[config.mk]
export PLATFORM = sky130hd
export DESIGN_NAME = rpsi_resolve
export DESIGN_NICKNAME = d
export VERILOG_FILES = /design/src/rtl/rpsi_pkg.sv /design/src/rtl/rpsi_resolve.sv
export SDC_FILE = /design/constraint.sdc
export NUM_CORES = 1
export LEC_CHECK = 0
export BUFFER_PORTS_ARGS = -buffer_cell sky130_fd_sc_hd__buf_4
export CORE_ASPECT_RATIO = 1.75
export CORE_UTILIZATION = 30
export DETAILED_ROUTE_END_ITERATION = 8
export RECOVER_POWER = 100
export SYNTH_ARGS = -nofsm -noshare
export SYNTH_HDL_FRONTEND = slang
export SYNTH_SLANG_ARGS = --single-unit
[constraint.sdc]
create_clock -name clk -period 9.4 [get_ports clk]
set_clock_uncertainty 0.05 [all_clocks]
set_input_delay 0.47 -clock clk [delete_from_list [all_inputs] [get_ports clk]]
set_output_delay 0.47 -clock clk [all_outputs]
set_load 0.05 [all_outputs]
[src/rtl/rpsi_pkg.sv]
// Shared constants, register codes and control structs for the ray/parallelepiped slab test.
package rpsi_pkg;

    localparam int SLAB_COUNT = 3;

    localparam int CFG_AW = 6;
    localparam int CFG_DW = 64;

    localparam int DIST_W    = 32;
    localparam int NEAR_W    = 31;
    localparam int EPS_W     = 16;
    localparam int DN_W      = 33;
    localparam int V_W       = 49;
    localparam int MAG_W     = V_W - 1;
    localparam int DEN_W     = 32;
    localparam int QBITS     = 32;
    localparam int DVD_W     = MAG_W + 14;
    localparam int FRONT_LAT = 3;
    localparam int DIV_LAT   = QBITS + 1;

    localparam logic [DIST_W-1:0] DIST_INF  = 32'h7FFF_FFFF;
    localparam logic [DIST_W-1:0] DIST_NINF = 32'h8000_0000;
    localparam logic [EPS_W-1:0]  EPS_RESET = 16'd16;

    typedef enum logic [2:0] {
        REG_SLAB0_NORMAL  = 3'd0,
        REG_SLAB1_NORMAL  = 3'd1,
        REG_SLAB2_NORMAL  = 3'd2,
        REG_SLAB0_OFFSETS = 3'd3,
        REG_SLAB1_OFFSETS = 3'd4,
        REG_SLAB2_OFFSETS = 3'd5,
        REG_EPSILON       = 3'd6
    } reg_idx_t;

    typedef struct packed {
        logic reject;
        logic dn_zero;
        logic neg0;
        logic neg1;
    } slab_flags_t;

    typedef struct packed {
        logic              valid;
        logic [NEAR_W-1:0] nearest;
    } side_t;

endpackage

[src/rtl/rpsi_resolve.sv]
// Back end: saturate plane distances, narrow the interval, pick the hit distance.
module rpsi_resolve
(
    input  logic                                                  clk,
    input  logic                                                  rst_n,
    input  logic                                                  en,
    input  rpsi_pkg::side_t                                       side,
    input  rpsi_pkg::slab_flags_t [rpsi_pkg::SLAB_COUNT-1:0]      flags,
    input  logic [rpsi_pkg::SLAB_COUNT-1:0][1:0][rpsi_pkg::QBITS-1:0] quo,
    input  logic [rpsi_pkg::SLAB_COUNT-1:0][1:0]                  ovf,
    input  logic [rpsi_pkg::EPS_W-1:0]                            epsilon,
    output logic                                                  res_valid,
    output logic                                                  res_hit,
    output logic [rpsi_pkg::NEAR_W-1:0]                           res_dist
);

    logic signed [rpsi_pkg::DIST_W-1:0] lo_reg [rpsi_pkg::SLAB_COUNT];
    logic signed [rpsi_pkg::DIST_W-1:0] hi_reg [rpsi_pkg::SLAB_COUNT];
    logic signed [rpsi_pkg::DIST_W-1:0] lo_next [rpsi_pkg::SLAB_COUNT];
    logic signed [rpsi_pkg::DIST_W-1:0] hi_next [rpsi_pkg::SLAB_COUNT];
    logic [rpsi_pkg::SLAB_COUNT-1:0]    used_reg;
    logic                               rej_a_reg, rej_b_reg;
    logic                               valid_a_reg, valid_b_reg, valid_c_reg;
    logic [rpsi_pkg::NEAR_W-1:0]        near_a_reg, near_b_reg;

    logic signed [rpsi_pkg::DIST_W-1:0] tmin_reg, tmin_next, tmax_reg, tmax_next;

    logic                               hit_reg, hit_next;
    logic [rpsi_pkg::NEAR_W-1:0]        dist_reg, dist_next;

    logic signed [rpsi_pkg::DIST_W-1:0] ti;
    logic signed [rpsi_pkg::DIST_W:0]   eps_ext;
    logic                               ok;

    function automatic logic signed [rpsi_pkg::DIST_W-1:0] sat_dist
    (
        input logic [rpsi_pkg::QBITS-1:0] q,
        input logic                       over,
        input logic                       neg
    );
        logic signed [rpsi_pkg::DIST_W-1:0] r;
        if (neg)
        begin
            if (over || (q > rpsi_pkg::DIST_NINF))
                r = $signed(rpsi_pkg::DIST_NINF);
            else
                r = $signed(rpsi_pkg::DIST_W'(-q));
        end
        else
        begin
            if (over || q[rpsi_pkg::QBITS-1])
                r = $signed(rpsi_pkg::DIST_INF);
            else
                r = $signed(q);
        end
        return r;
    endfunction

    always_comb
    begin
        for (int i = 0; i < rpsi_pkg::SLAB_COUNT; i++)
        begin
            logic signed [rpsi_pkg::DIST_W-1:0] a, b;
            a = sat_dist(quo[i][0], ovf[i][0], flags[i].neg0);
            b = sat_dist(quo[i][1], ovf[i][1], flags[i].neg1);
            lo_next[i] = (b < a) ? b : a;
            hi_next[i] = (b < a) ? a : b;
        end
    end

    always_comb
    begin
        tmin_next = $signed(rpsi_pkg::DIST_NINF);
        tmax_next = $signed(rpsi_pkg::DIST_INF);
        for (int i = 0; i < rpsi_pkg::SLAB_COUNT; i++)
        begin
            if (used_reg[i] && (lo_reg[i] > tmin_next))
                tmin_next = lo_reg[i];
            if (used_reg[i] && (hi_reg[i] < tmax_next))
                tmax_next = hi_reg[i];
        end
    end

    always_comb
    begin
        eps_ext = $signed({17'd0, epsilon});
        ok      = !rej_b_reg && !(tmin_reg > tmax_reg);
        if (rpsi_pkg::DIST_W'(tmin_reg) != '0 && ($signed({tmin_reg[rpsi_pkg::DIST_W-1], tmin_reg}) > eps_ext))
            ti = tmin_reg;
        else if ($signed({tmax_reg[rpsi_pkg::DIST_W-1], tmax_reg}) > eps_ext)
            ti = tmax_reg;
        else
            ti = $signed(rpsi_pkg::DIST_INF);
        hit_next  = ok && ($signed({ti[rpsi_pkg::DIST_W-1], ti}) < $signed({2'b00, near_b_reg}));
        dist_next = hit_next ? ti[rpsi_pkg::NEAR_W-1:0] : near_b_reg;
    end

    always_ff @(posedge clk or negedge rst_n)
    begin
        if (!rst_n)
        begin
            valid_a_reg <= 1'b0;
            valid_b_reg <= 1'b0;
            valid_c_reg <= 1'b0;
        end
        else if (en)
        begin
            valid_a_reg <= side.valid;
            valid_b_reg <= valid_a_reg;
            valid_c_reg <= valid_b_reg;
        end
    end

    always_ff @(posedge clk)
    begin
        if (en)
        begin
            for (int i = 0; i < rpsi_pkg::SLAB_COUNT; i++)
            begin
                lo_reg[i]   <= lo_next[i];
                hi_reg[i]   <= hi_next[i];
                used_reg[i] <= !flags[i].dn_zero;
            end
            rej_a_reg  <= |{flags[0].reject, flags[1].reject, flags[2].reject};
            near_a_reg <= side.nearest;
            rej_b_reg  <= rej_a_reg;
            near_b_reg <= near_a_reg;
            tmin_reg   <= tmin_next;
            tmax_reg   <= tmax_next;
            hit_reg    <= hit_next;
            dist_reg   <= dist_next;
        end
    end

    assign res_valid = valid_c_reg;
    assign res_hit   = hit_reg;
    assign res_dist  = dist_reg;

endmodule

---- Yosys cells after proc, flatten, opt, wreduce, memory -nomap -nowiden ----
Memory sizes are Yosys's and may differ from the RTL's.
Cells that the tools add are included.
word-level totals
  register bits after elaboration ......... 166
  latch bits .............................. 0
  RAM bits ................................ 192
  ROM bits ................................ 0
  input port bits ......................... 261
  output and inout bits ................... 33
  logic and storage cells ................. 102
  memories kept ........................... 2
memory list
  name    words  width  read ports  clocked after Yosys merged registers in  write ports  line                RTL
  hi_reg  3      32     3           0                                        3            rpsi_resolve.sv:18  logic signed [rpsi_pkg::DIST_W-1:0] hi_reg [rpsi_pkg::SLAB_COUNT];
  lo_reg  3      32     3           0                                        3            rpsi_resolve.sv:17  logic signed [rpsi_pkg::DIST_W-1:0] lo_reg [rpsi_pkg::SLAB_COUNT];
cells by class
  add/subtract/negate cells ............... 6
  multipliers ............................. 0
  divide/modulo/power cells ............... 0
  $lt $le $gt $ge ......................... 19
  eq/ne operators ......................... 0
  shift-type cells ........................ 0
  muxes and demuxes ....................... 35
  bitwise logic cells ..................... 0
  reductions and logical operators ........ 28
operators by type and width
  cell                  count
  $mux 32               32
  $gt 32x32->1 const B  7
  $lt 32x32->1          6
  $neg 32->32           6
  $gt 32x32->1          3
  $gt 32x17->1          2
  $lt 32x32->1 const B  1
  $reduce_bool 32->1    1
  $mux 31               1
  $logic_or 1x1->1      12
  $logic_and 1x1->1     9
  $logic_not 1->1       5
  $reduce_or 3->1       1
  $mux 1                2

---- Logic depth before layout (Yosys ltp) ----
An unclocked memory read counts as a cell.
  depth after elaboration ................. 10
  gate-level depth with buffers ........... 30
  mapped depth without buffers ............ 25

---- Worst setup path before layout ----
No wires, ideal clock.
  kind .................................... reg-to-reg
  start ................................... memory lo_reg[0][30] (netlist name)
  end ..................................... register tmin_reg[1] (netlist name), data pin
  setup time .............................. 0.160 ns
  data arrival time ....................... 6.709 ns
  data required time ...................... 9.190 ns
  slack ................................... 2.482 ns
  stages on the path, launching flop included .. 30
  path buffers ............................ 5
  period minus slack after synthesis ...... 6.918 ns
  cells stage by stage .................... edfxtp_1 -> nor4b_1 -> nand4_1 -> o21a_1 -> clkbuf_1 -> and2_1 -> inv_1 -> ha_1 -> a21o_1 -> a21o_1 -> a211oi_1 -> o211ai_1 -> a311oi_1 -> and3_1 -> clkbuf_1 -> or3_1 -> clkbuf_1 -> buf_1 -> mux2i_1 -> ha_1 -> a21o_1 -> a21o_1 -> a221o_1 -> a211oi_1 -> o31ai_1 -> or3b_2 -> o221ai_1 -> clkbuf_1 -> o311ai_0 -> o211ai_1
RTL lines
  what                  line                 RTL
  from (decl)           rpsi_resolve.sv:17
  to (signal assigned)  rpsi_resolve.sv:128  tmin_reg <= tmin_next;
  to (decl)             rpsi_resolve.sv:26   logic signed [rpsi_pkg::DIST_W-1:0] tmin_reg, tmin_next, tmax_reg, tmax_next;

==> results by group <==
Floorplan
  • Die extent in x: 241 microns
  • Initial standard-cell utilization of the core: 30.2%
  • I/O pin cnt: 294
  • Floorplan die area: 0.101 sq mm
  • Total core area: 0.0992 sq mm
  • Vertical die dimension: 420 microns
  • Rows: 153

Timing
  • Unrepaired setup endpoints after global routing: false
  • Number of setup violations in the final report: 0
  • Minimum clock period after layout: 8270 ps
  • Rel. slew slack: -300%
  • Count of pins over their slew limit: 292
  • Worst Tran Pin Value: 5990 ps
  • Fmax: 121 MHz
  • Number of failing hold endpoints at the final stage: 0
  • Setup TNS Final: 0 ps
  • Worst setup slack after layout: 1130 ps
  • Crit share post-route: 88.0%

Placed design
  • DP Worst Slack: 1690 ps
  • Port bufs: 293
  • Number of cells in the design after placement: 4711
  • DP HPWL: 91300 microns
  • Instance area after placement: 0.0337 sq mm
  • RePlAce Congestion: 0.975

Global route
  • Largest net degree at the start of global routing: 166
  • GRT Residual Overflow: 0
  • Gr usage total: 21.8%
  • Wire length of the first global-routing pass: 163000 microns
  • Antenna violations before repair: 0
  • Number of global-route vias before repair: 26.0k

Min path
  • Hold Path Class: input port to flop

Logic synthesis
  • Synthesized net count: 3777
  • Top_reg_cell synth: sky130_fd_sc_hd__edfxtp_1
  • Number of storage elements in the synthesis netlist: 358
  • Post-synthesis async set-or-reset flop share: 0.838%
  • Number of enable-type register cells in the synthesized netlist: 355
  • Syn Area/Cell: 9.38 sq um
  • Sequential cell area fraction in the yosys report: 35.8%
  • Number of unique standard cell types used by synthesis: 81
  • Area of the mapped netlist: 0.0300 sq mm
  • Count of mapped cells out of synthesis: 3197
  • Warnings, synthesis: 0

Pwr
  • Max IR drop VDD: 0.000133 V
  • Overall power of the completed layout: 6.16 mW
  • Pwr Density: 176 mW/mm^2
  • Leakage Power: 14.2 nW

Critical path
  • Startpoint class of the critical path: flop
  • Critical path buffers and inverters: 5
  • Maximum net fanout on the critical path: 63
  • Crit path largest cell delay: 710 ps
  • Worst Path Class, Setup: flop to flop
  • Worst endpoint data arrival time: 8610 ps
  • CP endpoint kind: flop
  • Crit path max-delay cell type: sky130_fd_sc_hd__a311oi_1
  • Required time worst endpoint: 9740 ps
  • Largest delay contributor family on the critical path: compound AO/OA/AOI/OAI gates

Clocking
  • Clock Root Buffer: sky130_fd_sc_hd__clkbuf_16
  • Maximum level of the CTS H-tree: 2
  • Clock Latency Late Sink: 580 ps
  • Clk sink count: 358
  • Clock Pin Slew Worst Setup and Hold Paths: 70 ps
  • Clock buffers created by TritonCTS: 38
  • Clock Path Buffers: 3
  • TritonCTS clock tree: yes
  • CTS-repair resized insts: 0

Layout
  • Final non-filler cell total: 4806
  • Area delta synth->final: 16.4%
  • Cell area after layout: 0.0349 sq mm
  • Number of nets in the finished design: 4043
  • Ratio of cells with drive above 1 in the final layout: 13.3%
  • Count of inserted antenna diode cells: 0

Detailed routing
  • Pre-Repair DR Iteration Count: 5
  • Remaining antenna violation count after routing: 0
  • Via/cell ratio: 5.55
  • Number of design rule violations left after detail routing: 0
  • Post-DR wirelength/cell: 23.4 microns
  • Total via count after detailed routing: 26.7k
  • Wire length after detailed routing: 113000 microns
  • Iteration-0 DRC count of the detailed router: 1892

Outcome
  • Failing checks: max-capacitance violations, max-slew violations
  • Status: finished with violations

Run
  • Count of maximum capacitance violations: 4
## worst register-to-register path: cells and delay by family (launching register included)
kind	cells	cell delay [ps]
fa+ha+maj	2	510
compound gates	15	3420
simple gates	6	1920
flops	1	380
buf+inv	5	1460
mux	1	370
## placed cells by master, fill, tap and decap left out, types with 26 or more instances in the layout
cell and n:
sky130_fd_sc_hd__nand4_1 74, sky130_fd_sc_hd__o31ai_1 43, sky130_fd_sc_hd__a211oi_1 26, sky130_fd_sc_hd__and2_1 38, sky130_fd_sc_hd__o211ai_1 42, sky130_fd_sc_hd__or3_1 51
sky130_fd_sc_hd__inv_1 283, sky130_fd_sc_hd__nor2b_1 35, sky130_fd_sc_hd__o21ai_0 197, sky130_fd_sc_hd__clkbuf_16 39, sky130_fd_sc_hd__o22a_1 32, sky130_fd_sc_hd__o311ai_0 90
sky130_fd_sc_hd__clkbuf_1 48, sky130_fd_sc_hd__nand3_1 35, sky130_fd_sc_hd__nor2_1 185, sky130_fd_sc_hd__mux2_1 30, sky130_fd_sc_hd__mux2i_1 158, sky130_fd_sc_hd__mux2_2 75
sky130_fd_sc_hd__buf_4 255, sky130_fd_sc_hd__nor4_1 54, sky130_fd_sc_hd__nand2_1 269, sky130_fd_sc_hd__edfxtp_1 355, sky130_fd_sc_hd__clkbuf_4 37, sky130_fd_sc_hd__ha_1 319
sky130_fd_sc_hd__a21oi_1 160, sky130_fd_sc_hd__a221oi_1 31, sky130_fd_sc_hd__a21o_1 87, sky130_fd_sc_hd__nor3_1 101, sky130_fd_sc_hd__dlygate4sd3_1 29
## where the power goes
part | internal [mW] | switching (mW) | total (mW)
Sequential | 2.11 | 0.304 | 2.41
Clock | 0.769 | 0.676 | 1.44
Combinational | 0.931 | 1.37 | 2.30
Total | 3.80 | 2.35 | 6.16
## path summary, 6_finish.rpt
path                                                from                       end  slack [ps]  cells after the start
worst max-delay path             lo_reg[0][30]$_DFFE_PP_    tmin_reg[11]$_DFFE_PP_        1130                     29
worst min-delay path                             side[5]   near_a_reg[5]$_DFFE_PP_          60                      1
worst max register to register   lo_reg[0][30]$_DFFE_PP_    tmin_reg[11]$_DFFE_PP_        1130                     29
worst min register to register  near_a_reg[24]$_DFFE_PP_  near_b_reg[24]$_DFFE_PP_         370                      0
max in group asynchronous                          rst_n   valid_a_reg$_DFFE_PN0P_        8960                      2
min in group asynchronous                          rst_n     res_valid$_DFFE_PN0P_         190                      2
## stage by stage
stage / util [%] / hold slack, ps
4_1_cts: 35.4 / 0.642
2_1_floorplan: - / 124
3_3_place_gp: 34.0 / 211
5_1_grt: 35.2 / 43.6
6_report: 35.2 / 64.9
3_5_place_dp: 34.0 / 211
## cells in the mapped netlist (all sizes together) (32+ instances only)
cell | n | area share [%]
nand3 | 35 | 0.58
and2 | 39 | 0.81
o31ai | 44 | 1.1
nor3 | 101 | 1.7
nor2 | 185 | 2.3
mux2i | 158 | 5.3
o21ai | 198 | 3.3
or3 | 52 | 1.1
a21o | 87 | 2.2
o211ai | 42 | 1.1
nor4 | 54 | 1.1
clkbuf | 114 | 1.4
inv | 283 | 3.5
ha | 319 | 13
o311ai | 90 | 2.6
nand4 | 74 | 1.5
edfxtp | 355 | 36
a21oi | 160 | 2.7
mux2 | 105 | 3.9
nand2 | 269 | 3.4
nor2b | 35 | 0.73
o22a | 32 | 0.93
## layer usage
layer / routed length [microns] / vias to the layer above / track usage [%]
met5: 0 / - / 0
met3: 4630 / 228 / 2.51
met2: 58400 / 805 / 40.6
li1: - / 12770 / -
met4: 8470 / 0 / 14.6
met1: 41200 / 12869 / 22.7
## area by class of cell
cell class / count / area, sq um
fill: 10283 / 64300
multi-input combinational: 2410 / 17600
sequential: 358 / 10700
timing repair buffer: 371 / 2720
tap: 1317 / 1650
inverter: 284 / 1070
clock buffer: 43 / 991
clock inverter: 23 / 151
## logic make-up after synthesis
family	count (synthesis)	synth area share, %
AND/OR/NAND/NOR	967	16.3
AO/OA/AOI/OAI	850	19.5
buffers and inverters	429	5.58
flip-flops	358	35.8
adder cells (fa/ha/maj)	319	13.3
multiplexers	263	9.22
XOR/XNOR	11	0.321
## timing repair
item / in CTS / in global routing
hold endpoints to repair: 31 / 0
buffers inserted: 0 / 0
hold buffers: 29 / 0
endpoints found under the setup margin: 0 / 0
Note: power is estimated with default switching activity, not from simulation.
